==> config.mk <==
export PLATFORM = sky130hd
export DESIGN_NAME = keyword_lexer
export DESIGN_NICKNAME = d
export VERILOG_FILES = /design/src/kl_pkg.sv /design/src/keyword_lexer.sv /design/src/kl_front.sv /design/src/kl_queue.sv /design/src/kl_back.sv
export VERILOG_INCLUDE_DIRS = /design/src /design/src/src
export SDC_FILE = /design/constraint.sdc
export NUM_CORES = 1
export LEC_CHECK = 0
export BUFFER_PORTS_ARGS = -buffer_cell sky130_fd_sc_hd__buf_2
export CAP_MARGIN = 20
export CORE_UTILIZATION = 55
export CTS_BUF_LIST = sky130_fd_sc_hd__clkbuf_2
export DETAILED_ROUTE_END_ITERATION = 16
export PLACE_DENSITY = 0.74
export SKIP_LAST_GASP = 1
export SLEW_MARGIN = 20
export SYNTH_ARGS = -nofsm -noshare
export SYNTH_HDL_FRONTEND = slang
export SYNTH_HIERARCHICAL = 1
export SYNTH_SLANG_ARGS = --single-unit
==> constraint.sdc <==
create_clock -name clk_i -period 5.88 [get_ports clk_i]
set_input_delay 0.588 -clock clk_i [delete_from_list [all_inputs] [get_ports clk_i]]
set_output_delay 0.588 -clock clk_i [all_outputs]
set_load 0.02 [all_outputs]
==> src/keyword_lexer_assert.svh <==
// Assertion helpers for keyword_lexer; expect clk_i and rst_ni in scope.
`ifndef KEYWORD_LEXER_ASSERT_SVH
`define KEYWORD_LEXER_ASSERT_SVH

// Same-cycle implication.
`define KL_ASSERT(lbl, ante, cons) \
  lbl: assert property (@(posedge clk_i) disable iff (!rst_ni) (ante) |-> (cons)) \
    else $error("keyword_lexer: assertion failed");

// Next-cycle implication.
`define KL_ASSERT_NX(lbl, ante, cons) \
  lbl: assert property (@(posedge clk_i) disable iff (!rst_ni) (ante) |=> (cons)) \
    else $error("keyword_lexer: assertion failed");

`endif

==> src/kl_pkg.sv <==
package kl_pkg;

  localparam logic [3:0] KIND_STRING  = 4'd0;
  localparam logic [3:0] KIND_IDENT   = 4'd1;
  localparam logic [3:0] KIND_KEY0    = 4'd2;
  localparam logic [3:0] KIND_UNKNOWN = 4'd13;
  localparam logic [3:0] KIND_EOF     = 4'd14;

  localparam int KEY_COUNT = 11;
  localparam int KEY_MAX   = 12;
  localparam int KEY_IW    = $clog2(KEY_MAX);

  localparam logic [7:0] KEY_TEXT [KEY_COUNT][KEY_MAX] = '{
    '{"c", "r", "e", "a", "t", "e", 8'h0, 8'h0, 8'h0, 8'h0, 8'h0, 8'h0},
    '{"e", "n", "t", "i", "t", "y", 8'h0, 8'h0, 8'h0, 8'h0, 8'h0, 8'h0},
    '{"r", "e", "l", "a", "t", "i", "o", "n", "s", "h", "i", "p"},
    '{"a", "d", "d", 8'h0, 8'h0, 8'h0, 8'h0, 8'h0, 8'h0, 8'h0, 8'h0, 8'h0},
    '{"p", "r", "o", "p", "e", "r", "t", "y", 8'h0, 8'h0, 8'h0, 8'h0},
    '{"c", "l", "e", "a", "r", 8'h0, 8'h0, 8'h0, 8'h0, 8'h0, 8'h0, 8'h0},
    '{"m", "o", "n", "e", "y", 8'h0, 8'h0, 8'h0, 8'h0, 8'h0, 8'h0, 8'h0},
    '{"i", "n", "t", 8'h0, 8'h0, 8'h0, 8'h0, 8'h0, 8'h0, 8'h0, 8'h0, 8'h0},
    '{"s", "t", "r", 8'h0, 8'h0, 8'h0, 8'h0, 8'h0, 8'h0, 8'h0, 8'h0, 8'h0},
    '{"d", "o", "u", "b", "l", "e", 8'h0, 8'h0, 8'h0, 8'h0, 8'h0, 8'h0},
    '{"d", "a", "t", "e", 8'h0, 8'h0, 8'h0, 8'h0, 8'h0, 8'h0, 8'h0, 8'h0}
  };

  localparam logic [3:0] KEY_LEN [KEY_COUNT] = '{
    4'd6, 4'd6, 4'd12, 4'd3, 4'd8, 4'd5, 4'd5, 4'd3, 4'd3, 4'd6, 4'd4
  };

  localparam int QUEUE_DEPTH = 4;
  localparam int QUEUE_PW    = $clog2(QUEUE_DEPTH);

  typedef struct packed {
    logic [3:0]  kind;
    logic [15:0] pos;
    logic [5:0]  len;
    logic        fin;
  } kl_res_t;

  // Results of one input item, slot 0 first.
  typedef struct packed {
    logic [1:0]        cnt;
    kl_res_t [2:0]     res;
  } kl_bundle_t;

endpackage

==> src/keyword_lexer.sv <==
// keyword_lexer: byte-serial tokenizer.
// Input queue side: text_byte_i / end_of_text_i are taken when push_i is high
// and full_o is low. A zero byte or end_of_text_i ends the text.
// Result queue side: while empty_o is low the oldest token descriptor sits on
// token_kind_o, position_o, token_length_o and final_res_o; pop_i takes it.
// The scanner takes one byte per cycle while full_o is low. Each byte yields
// zero to three results, which enter a four-entry queue as one bundle; the back
// end hands them out one per cycle, while pop_i is high, through a single
// output register; a result passes the queue and then the output register.
// Throughput: one byte per cycle while results are drained at least as fast
// as they appear; full_o rises once four bundles wait behind a stalled pop_i.
// After the eof token (final_res_o high) further bytes are accepted and
// dropped until reset. Reset clears the scanner, the queue pointers and the
// output valid flag; no clearing pass is needed.
module keyword_lexer import kl_pkg::*; #(
  parameter int MAX_TOKENS  = 63,
  parameter int MAX_RUN     = 63,
  parameter int OFFSET_BITS = 16
) (
  input  logic        clk_i,
  input  logic        rst_ni,
  input  logic        push_i,
  output logic        full_o,
  input  logic [7:0]  text_byte_i,
  input  logic        end_of_text_i,
  output logic        empty_o,
  input  logic        pop_i,
  output logic [3:0]  token_kind_o,
  output logic [15:0] position_o,
  output logic [5:0]  token_length_o,
  output logic        final_res_o
);

  logic       q_push;
  logic       q_full;
  logic       q_valid;
  logic       q_pop;
  kl_bundle_t q_wdata;
  kl_bundle_t q_rdata;

  kl_front #(
    .MAX_TOKENS  (MAX_TOKENS),
    .MAX_RUN     (MAX_RUN),
    .OFFSET_BITS (OFFSET_BITS)
  ) u_front (
    .clk_i         (clk_i),
    .rst_ni        (rst_ni),
    .push_i        (push_i),
    .text_byte_i   (text_byte_i),
    .end_of_text_i (end_of_text_i),
    .q_full_i      (q_full),
    .full_o        (full_o),
    .q_push_o      (q_push),
    .q_data_o      (q_wdata)
  );

  kl_queue u_queue (
    .clk_i   (clk_i),
    .rst_ni  (rst_ni),
    .push_i  (q_push),
    .data_i  (q_wdata),
    .full_o  (q_full),
    .valid_o (q_valid),
    .data_o  (q_rdata),
    .pop_i   (q_pop)
  );

  kl_back u_back (
    .clk_i          (clk_i),
    .rst_ni         (rst_ni),
    .head_valid_i   (q_valid),
    .head_i         (q_rdata),
    .q_pop_o        (q_pop),
    .empty_o        (empty_o),
    .pop_i          (pop_i),
    .token_kind_o   (token_kind_o),
    .position_o     (position_o),
    .token_length_o (token_length_o),
    .final_res_o    (final_res_o)
  );

endmodule

==> src/kl_front.sv <==
module kl_front import kl_pkg::*; #(
  parameter int MAX_TOKENS  = 63,
  parameter int MAX_RUN     = 63,
  parameter int OFFSET_BITS = 16
) (
  input  logic       clk_i,
  input  logic       rst_ni,
  input  logic       push_i,
  input  logic [7:0] text_byte_i,
  input  logic       end_of_text_i,
  input  logic       q_full_i,
  output logic       full_o,
  output logic       q_push_o,
  output kl_bundle_t q_data_o
);

  localparam int RW = $clog2(MAX_RUN + 1);
  localparam int TW = $clog2(MAX_TOKENS + 1);
  localparam int OW = OFFSET_BITS;
  localparam int PW = (OW > 16) ? OW : 16;
  localparam int LW = (RW > 6) ? RW : 6;

  typedef enum logic [1:0] {
    MODE_IDLE,
    MODE_STRING,
    MODE_WORD,
    MODE_DONE
  } mode_e;

  mode_e                mode_q, mode_d;
  logic [RW-1:0]        run_q, run_d;
  logic [OW-1:0]        off_q, off_d;
  logic [TW-1:0]        tok_q, tok_d;
  logic [KEY_COUNT-1:0] hits_q, hits_d;

  logic                 acc_c;
  logic                 end_c;
  logic                 space_c;
  logic                 quote_c;
  logic                 word_c;
  logic [OW-1:0]        off_inc;
  logic [3:0]           kind_c;
  logic [1:0]           cnt_c;
  kl_res_t [2:0]        res_c;
  logic                 idle_c;

  function automatic logic [15:0] pos16(input logic [OW-1:0] o);
    logic [PW-1:0] e;
    e = PW'(o);
    return e[15:0];
  endfunction

  function automatic logic [5:0] len6(input logic [RW-1:0] r);
    logic [LW-1:0] e;
    e = LW'(r);
    return e[5:0];
  endfunction

  function automatic logic [KEY_COUNT-1:0] key_match(input logic [KEY_COUNT-1:0] h,
                                                     input logic [7:0] c,
                                                     input logic [RW-1:0] idx);
    logic [KEY_COUNT-1:0] r;
    logic [KEY_IW-1:0]    i;
    r = h;
    i = idx[KEY_IW-1:0];
    for (int k = 0; k < KEY_COUNT; k++) begin
      if (idx >= RW'(KEY_MAX) || KEY_TEXT[k][i] != c) begin
        r[k] = 1'b0;
      end
    end
    return r;
  endfunction

  assign acc_c   = push_i && !q_full_i;
  assign full_o  = q_full_i;
  assign end_c   = end_of_text_i || (text_byte_i == 8'h00);
  assign space_c = (text_byte_i == 8'h20) || (text_byte_i >= 8'h09 && text_byte_i <= 8'h0d);
  assign quote_c = (text_byte_i == 8'h22) || (text_byte_i == 8'h27);
  assign word_c  = (text_byte_i >= "0" && text_byte_i <= "9") ||
                   (text_byte_i >= "a" && text_byte_i <= "z") ||
                   (text_byte_i >= "A" && text_byte_i <= "Z");
  assign off_inc = (off_q == '1) ? off_q : off_q + OW'(1);

  always_comb begin
    kind_c = KIND_IDENT;
    for (int k = KEY_COUNT - 1; k >= 0; k--) begin
      if (hits_q[k] && run_q == RW'(KEY_LEN[k])) begin
        kind_c = 4'(KIND_KEY0 + k);
      end
    end
  end

  always_comb begin
    mode_d = mode_q;
    run_d  = run_q;
    off_d  = off_q;
    tok_d  = tok_q;
    hits_d = hits_q;
    cnt_c  = '0;
    res_c  = '0;
    idle_c = (mode_q == MODE_IDLE);
    case (mode_q)
      MODE_STRING: begin
        if (end_c) begin
          res_c[cnt_c] = '{kind: KIND_EOF, pos: pos16(off_q), len: 6'd1, fin: 1'b1};
          cnt_c = cnt_c + 2'd1;
          mode_d = MODE_DONE;
        end else if (quote_c) begin
          off_d = off_inc;
          res_c[cnt_c] = '{kind: KIND_STRING, pos: pos16(off_inc), len: len6(run_q),
                           fin: 1'b0};
          cnt_c = cnt_c + 2'd1;
          mode_d = MODE_IDLE;
          run_d = '0;
          tok_d = tok_q + TW'(1);
          if (tok_d == TW'(MAX_TOKENS)) begin
            res_c[cnt_c] = '{kind: KIND_EOF, pos: pos16(off_inc), len: 6'd1, fin: 1'b1};
            cnt_c = cnt_c + 2'd1;
            mode_d = MODE_DONE;
          end
        end else if (run_q >= RW'(MAX_RUN)) begin
          res_c[cnt_c] = '{kind: KIND_EOF, pos: pos16(off_q), len: 6'd1, fin: 1'b1};
          cnt_c = cnt_c + 2'd1;
          mode_d = MODE_DONE;
        end else begin
          run_d = run_q + RW'(1);
          off_d = off_inc;
        end
      end
      MODE_WORD: begin
        if (!end_c && word_c && run_q < RW'(MAX_RUN)) begin
          hits_d = key_match(hits_q, text_byte_i, run_q);
          run_d = run_q + RW'(1);
          off_d = off_inc;
        end else begin
          res_c[cnt_c] = '{kind: kind_c, pos: pos16(off_q), len: len6(run_q), fin: 1'b0};
          cnt_c = cnt_c + 2'd1;
          mode_d = MODE_IDLE;
          run_d = '0;
          tok_d = tok_q + TW'(1);
          if (tok_d == TW'(MAX_TOKENS)) begin
            res_c[cnt_c] = '{kind: KIND_EOF, pos: pos16(off_q), len: 6'd1, fin: 1'b1};
            cnt_c = cnt_c + 2'd1;
            mode_d = MODE_DONE;
          end else begin
            idle_c = 1'b1;
          end
        end
      end
      default: ;
    endcase

    if (idle_c) begin
      if (end_c) begin
        res_c[cnt_c] = '{kind: KIND_EOF, pos: pos16(off_q), len: 6'd1, fin: 1'b1};
        cnt_c = cnt_c + 2'd1;
        mode_d = MODE_DONE;
      end else if (space_c) begin
        off_d = off_inc;
      end else if (quote_c) begin
        mode_d = MODE_STRING;
        run_d = '0;
        off_d = off_inc;
      end else if (word_c) begin
        mode_d = MODE_WORD;
        hits_d = key_match('1, text_byte_i, '0);
        run_d = RW'(1);
        off_d = off_inc;
      end else begin
        res_c[cnt_c] = '{kind: KIND_UNKNOWN, pos: pos16(off_q), len: 6'd1, fin: 1'b0};
        cnt_c = cnt_c + 2'd1;
        off_d = off_inc;
        tok_d = tok_d + TW'(1);
        if (tok_d == TW'(MAX_TOKENS)) begin
          res_c[cnt_c] = '{kind: KIND_EOF, pos: pos16(off_inc), len: 6'd1, fin: 1'b1};
          cnt_c = cnt_c + 2'd1;
          mode_d = MODE_DONE;
        end
      end
    end
  end

  assign q_push_o = acc_c && (cnt_c != 2'd0);
  assign q_data_o = '{cnt: cnt_c, res: res_c};

  always_ff @(posedge clk_i or negedge rst_ni) begin
    if (!rst_ni) begin
      mode_q <= MODE_IDLE;
      run_q  <= '0;
      off_q  <= '0;
      tok_q  <= '0;
      hits_q <= '1;
    end else if (acc_c) begin
      mode_q <= mode_d;
      run_q  <= run_d;
      off_q  <= off_d;
      tok_q  <= tok_d;
      hits_q <= hits_d;
    end
  end

`include "keyword_lexer_assert.svh"

  `KL_ASSERT_NX(a_done_sticky, mode_q == MODE_DONE, mode_q == MODE_DONE)
  `KL_ASSERT(a_eof_last0, q_push_o, !q_data_o.res[0].fin || q_data_o.cnt == 2'd1)
  `KL_ASSERT(a_eof_last1, q_push_o, !q_data_o.res[1].fin || q_data_o.cnt == 2'd2)

endmodule

==> src/kl_queue.sv <==
module kl_queue import kl_pkg::*; (
  input  logic       clk_i,
  input  logic       rst_ni,
  input  logic       push_i,
  input  kl_bundle_t data_i,
  output logic       full_o,
  output logic       valid_o,
  output kl_bundle_t data_o,
  input  logic       pop_i
);

  kl_bundle_t            mem_q [QUEUE_DEPTH];
  logic [QUEUE_PW-1:0]   wptr_q, rptr_q;
  logic [QUEUE_PW:0]     cnt_q;
  logic                  wr_c;
  logic                  rd_c;

  assign full_o  = (cnt_q == (QUEUE_PW+1)'(QUEUE_DEPTH));
  assign valid_o = (cnt_q != '0);
  assign data_o  = mem_q[rptr_q];
  assign wr_c    = push_i && !full_o;
  assign rd_c    = pop_i && valid_o;

  always_ff @(posedge clk_i) begin
    if (wr_c) begin
      mem_q[wptr_q] <= data_i;
    end
  end

  always_ff @(posedge clk_i or negedge rst_ni) begin
    if (!rst_ni) begin
      wptr_q <= '0;
      rptr_q <= '0;
      cnt_q  <= '0;
    end else begin
      if (wr_c) begin
        wptr_q <= wptr_q + QUEUE_PW'(1);
      end
      if (rd_c) begin
        rptr_q <= rptr_q + QUEUE_PW'(1);
      end
      if (wr_c && !rd_c) begin
        cnt_q <= cnt_q + (QUEUE_PW+1)'(1);
      end else if (rd_c && !wr_c) begin
        cnt_q <= cnt_q - (QUEUE_PW+1)'(1);
      end
    end
  end

endmodule

==> src/kl_back.sv <==
module kl_back import kl_pkg::*; (
  input  logic       clk_i,
  input  logic       rst_ni,
  input  logic       head_valid_i,
  input  kl_bundle_t head_i,
  output logic       q_pop_o,
  output logic       empty_o,
  input  logic       pop_i,
  output logic [3:0] token_kind_o,
  output logic [15:0] position_o,
  output logic [5:0] token_length_o,
  output logic       final_res_o
);

  kl_res_t    out_q;
  logic       vld_q;
  logic [1:0] sub_q;
  logic       take_c;
  logic       load_c;
  logic       last_c;

  assign take_c  = pop_i && vld_q;
  assign load_c  = head_valid_i && (!vld_q || take_c);
  assign last_c  = (sub_q == head_i.cnt - 2'd1);
  assign q_pop_o = load_c && last_c;

  always_ff @(posedge clk_i) begin
    if (load_c) begin
      out_q <= head_i.res[sub_q];
    end
  end

  always_ff @(posedge clk_i or negedge rst_ni) begin
    if (!rst_ni) begin
      vld_q <= 1'b0;
      sub_q <= '0;
    end else begin
      if (load_c) begin
        vld_q <= 1'b1;
        sub_q <= last_c ? 2'd0 : sub_q + 2'd1;
      end else if (take_c) begin
        vld_q <= 1'b0;
      end
    end
  end

  assign empty_o        = !vld_q;
  assign token_kind_o   = out_q.kind;
  assign position_o     = out_q.pos;
  assign token_length_o = out_q.len;
  assign final_res_o    = out_q.fin;

`include "keyword_lexer_assert.svh"

  `KL_ASSERT(a_sub_has_head, sub_q != 2'd0, head_valid_i)
  `KL_ASSERT(a_sub_in_range, head_valid_i, sub_q < head_i.cnt)

endmodule
==> out/metrics.yaml <==
clock_tree:
  cts_tree: "yes"
  ctsResizeCount: 0
  insertion_delay_ns: 1.03
  cts_made_buffers: 100
  root_buffer: "clkbuf_2"
  clock_path_buffers: 3
  clkTransAtPathRegs_ns: 0.11
  ctsHoldBuffers: 6
  clock_sinks: 410
  cts-htree-levels: 3
  cts_setup_buffers: 0
grt:
  overflow: 0
  antenna_found_initial: 2
  grt_first_pass_wirelength_um: 87100
  grt_pass1_vias: 15200
  grt_max_degree: 62
  grt_usage_pct: 28.1
sta:
  rsz0062_at_grt: "false"
  drv_slew: 0
  tightest_slew_ns: 1.06
  finalSetupViolations: 0
  layout_setup_ws_ns: 0.667
  whs_ns: 0.142
  finalCritPeriodShare_pct: 88.7
  finalSetupTns_ns: 0
  period_needed_ns: 5.21
  fmax_mhz: 192
  maxSlewHeadroom_pct: 28.8
  hold_violations: 0
  fin_skew_ns: 0.0686
die:
  die_width_um: 200
  die_y_um: 200
  num_rows: 72
  start_util_pct: 55.8
  pin_count: 42
  fp.coreArea_um2: 38700
  die-area_um2: 40100
power_and_ir_drop:
  switchingPower_mw: 4.51
  finalPower_mw: 11.2
  p_seq_share_pct: 41.1
  p_leak_nw: 7.98
  p_clk_share_pct: 16.1
  powerDensity_nw_per_um2: 484
  ir_worst_vdd_mv: 0.217
  combPwrFrac_pct: 42.9
  swShare_pct: 40.1
  p_int_mw: 6.72
critical_path:
  slowest_delay_ns: 0.55
  cp_slowest_cell: "dfrtp_1"
  path_depth: 15
  crit_chain: "ha_1 > and4_4 > a221o_1 > a211o_1 > and2_1 > o21ai_1 > ha_1 > nor2_1 > mux2i_1 > a221o_1 > o21a_1 > nor2b_1 > buf_4 > and2_4 > buf_12"
  cpLargestDelayFamily: "compound AO/OA/AOI/OAI gates"
  arrival_ns: 5.89
  cp-startpoint: "u_front/run_q[1]$_DFFE_PN0P_"
  cp_max_fo: 31
  critPathKind: "flip-flop to flip-flop"
  startpoint_type: "flip-flop"
  required_ns: 6.56
  cp_num_buf_inv: 2
  end_kind: "flip-flop"
  reg2regPathDepth: 15
  regToRegStartpoint: "u_front/run_q[1]$_DFFE_PN0P_"
logic_synthesis:
  synth_edf_count: 359
  syn_avg_cell_area_um2: 12.4
  syn_area_um2: 21600
  synth_fa_ha_area_share_pct: 1.54
  yosysTopAreaCellShare_pct: 49.9
  synth_xor_area_share_pct: 1.90
  yosysTopAreaCell: "edfxtp_1"
  synth_cell_types: 99
  synth_area_leaders: "edfxtp_1 (50%), mux4_2 (8.6%), dfrtp_1 (4.6%), o21ai_0 (2.8%), nand2_1 (2.5%)"
  synth_ff_type: "edfxtp_1"
  synth_cells: 1746
  synth-compound-area-share_pct: 15.0
  synth-seq-cells: 410
  muxShareOfSynthArea_pct: 11.1
  async_reset_ff_share_pct: 12.4
  yosys_warnings: 6
  synth_top_family_by_area: "compound AO/OA/AOI/OAI gates"
  yosys.area_share.simple_pct: 10.1
  ys_seq_area_share_pct: 55.8
placement:
  globalplace.congestion: 0.967
  post-place-ws_ns: 0.684
  port_buffers: 41
  dpl_cell_area_um2: 22200
  dp_cells: 2225
  dpl.hpwl_um: 38300
job:
  max-cap-violations: 0
layout:
  nFillCells: 3079
  layout_common_cells: "edfxtp_1 (359), nand2_1 (143), clkbuf_2 (132), o21ai_0 (123), nor2_1 (111)"
  nNetsFinal: 1854
  fin_util_pct: 59.8
  mostFrequentLayoutCell: "edfxtp_1"
  drive_above_1_share_pct: 20.8
  design_area_um2: 23200
  stdcell_count: 2411
  area_growth_pct: 7.18
routing:
  wirelength_um: 56400
  drc: 0
  drtIter0Drc: 1889
  vias: 15700
  ant_nets: 0
  drtPass1Iterations: 8
  vias_per_cell: 6.53
  routedWlPerCell_um: 23.4
min_path:
  holdPathStages: 2
  hp-start: "text_byte_i[2]"
  worstHoldPathType: "input port to flip-flop"
outcome:
  status: "finished clean"
==> power by group through the flow <==
stage	sequential [mW]	combinational, mW	clock, mW
floorplan	4.57	3.47	0
detailed placement	4.68	4.74	0
finish	4.61	4.81	1.80
CTS	4.61	4.75	1.86
global placement	4.62	4.65	0
global route	4.68	5.14	2.01
==> state kept, by name (all words and copies together), names as in the netlist <==
signal                 cells
u_queue/cnt_q              3
u_back/token_length_o      6
u_front/tok_q              6
u_back/final_res_o         1
u_front/off_q             16
u_front/hits_q            11
u_front/mode_q             2
u_back/vld_q               1
u_back/token_kind_o        4
u_queue/mem_q            332
u_front/run_q              6
u_back/position_o         16
u_queue/rptr_q             2
u_queue/wptr_q             2
u_back/sub_q               2
==> layer usage <==
metal  up-vias  global-route usage, %  wire [um]
met5         -                      0          0
met3       161                   6.23       5680
met1      7624                   40.1      23300
li1       6978                      -          -
met2       982                   42.8      25800
met4         0                   9.78       1650
==> path summary, 6_finish.rpt <==
check | end | slack, ns
max | u_queue/mem_q[0][10]$_DFFE_PP_ | 0.67
min | u_front/hits_q[6]$_DFFE_PN1P_ | 0.14
max reg2reg | u_queue/mem_q[0][10]$_DFFE_PP_ | 0.67
min reg2reg | u_front/hits_q[9]$_DFFE_PN1P_ | 0.49
max in group asynchronous | u_queue/rptr_q[0]$_DFFE_PN0P_ | 4.99
min in group asynchronous | u_front/off_q[4]$_DFFE_PN0P_ | 0.26
==> synthesized netlist by cell type, types with 10 or more instances <==
library cell	number
nand4_1	14
a22o_1	21
buf_2	29
dfrtp_1	40
buf_4	24
dfstp_2	11
ha_1	25
mux4_2	83
mux2i_1	40
and3_1	11
o21ai_0	123
o22ai_1	32
and2_1	20
a21oi_1	96
o31ai_1	12
nand2_1	143
nand3_1	41
edfxtp_1	359
o21ai_1	39
nor4_1	16
xnor2_1	40
a22oi_1	10
nor2_1	112
mux2_2	11
clkbuf_1	70
inv_1	43
a31oi_1	26
nor3_1	28
==> cell type report <==
class                      instances  area, um^2  share of cell area (%)
clock buffer                     132         661                    2.85
multi-input combinational       1161        8620                    37.2
tap                              518         648                    2.80
inverter                          46         173                   0.745
sequential                       410       12100                    52.1
timing repair buffer              96         746                    3.22
antenna                            3        7.51                  0.0324
clock inverter                    45         233                    1.00
==> logic make-up after synthesis <==
family,after synthesis
multiplexers,134
adder cells (fa/ha/maj),26
XOR/XNOR,47
other,1
AND/OR/NAND/NOR,446
AO/OA/AOI/OAI,498
flip-flops,410
buffers and inverters,184
Note: power is estimated with default switching activity, not from simulation.
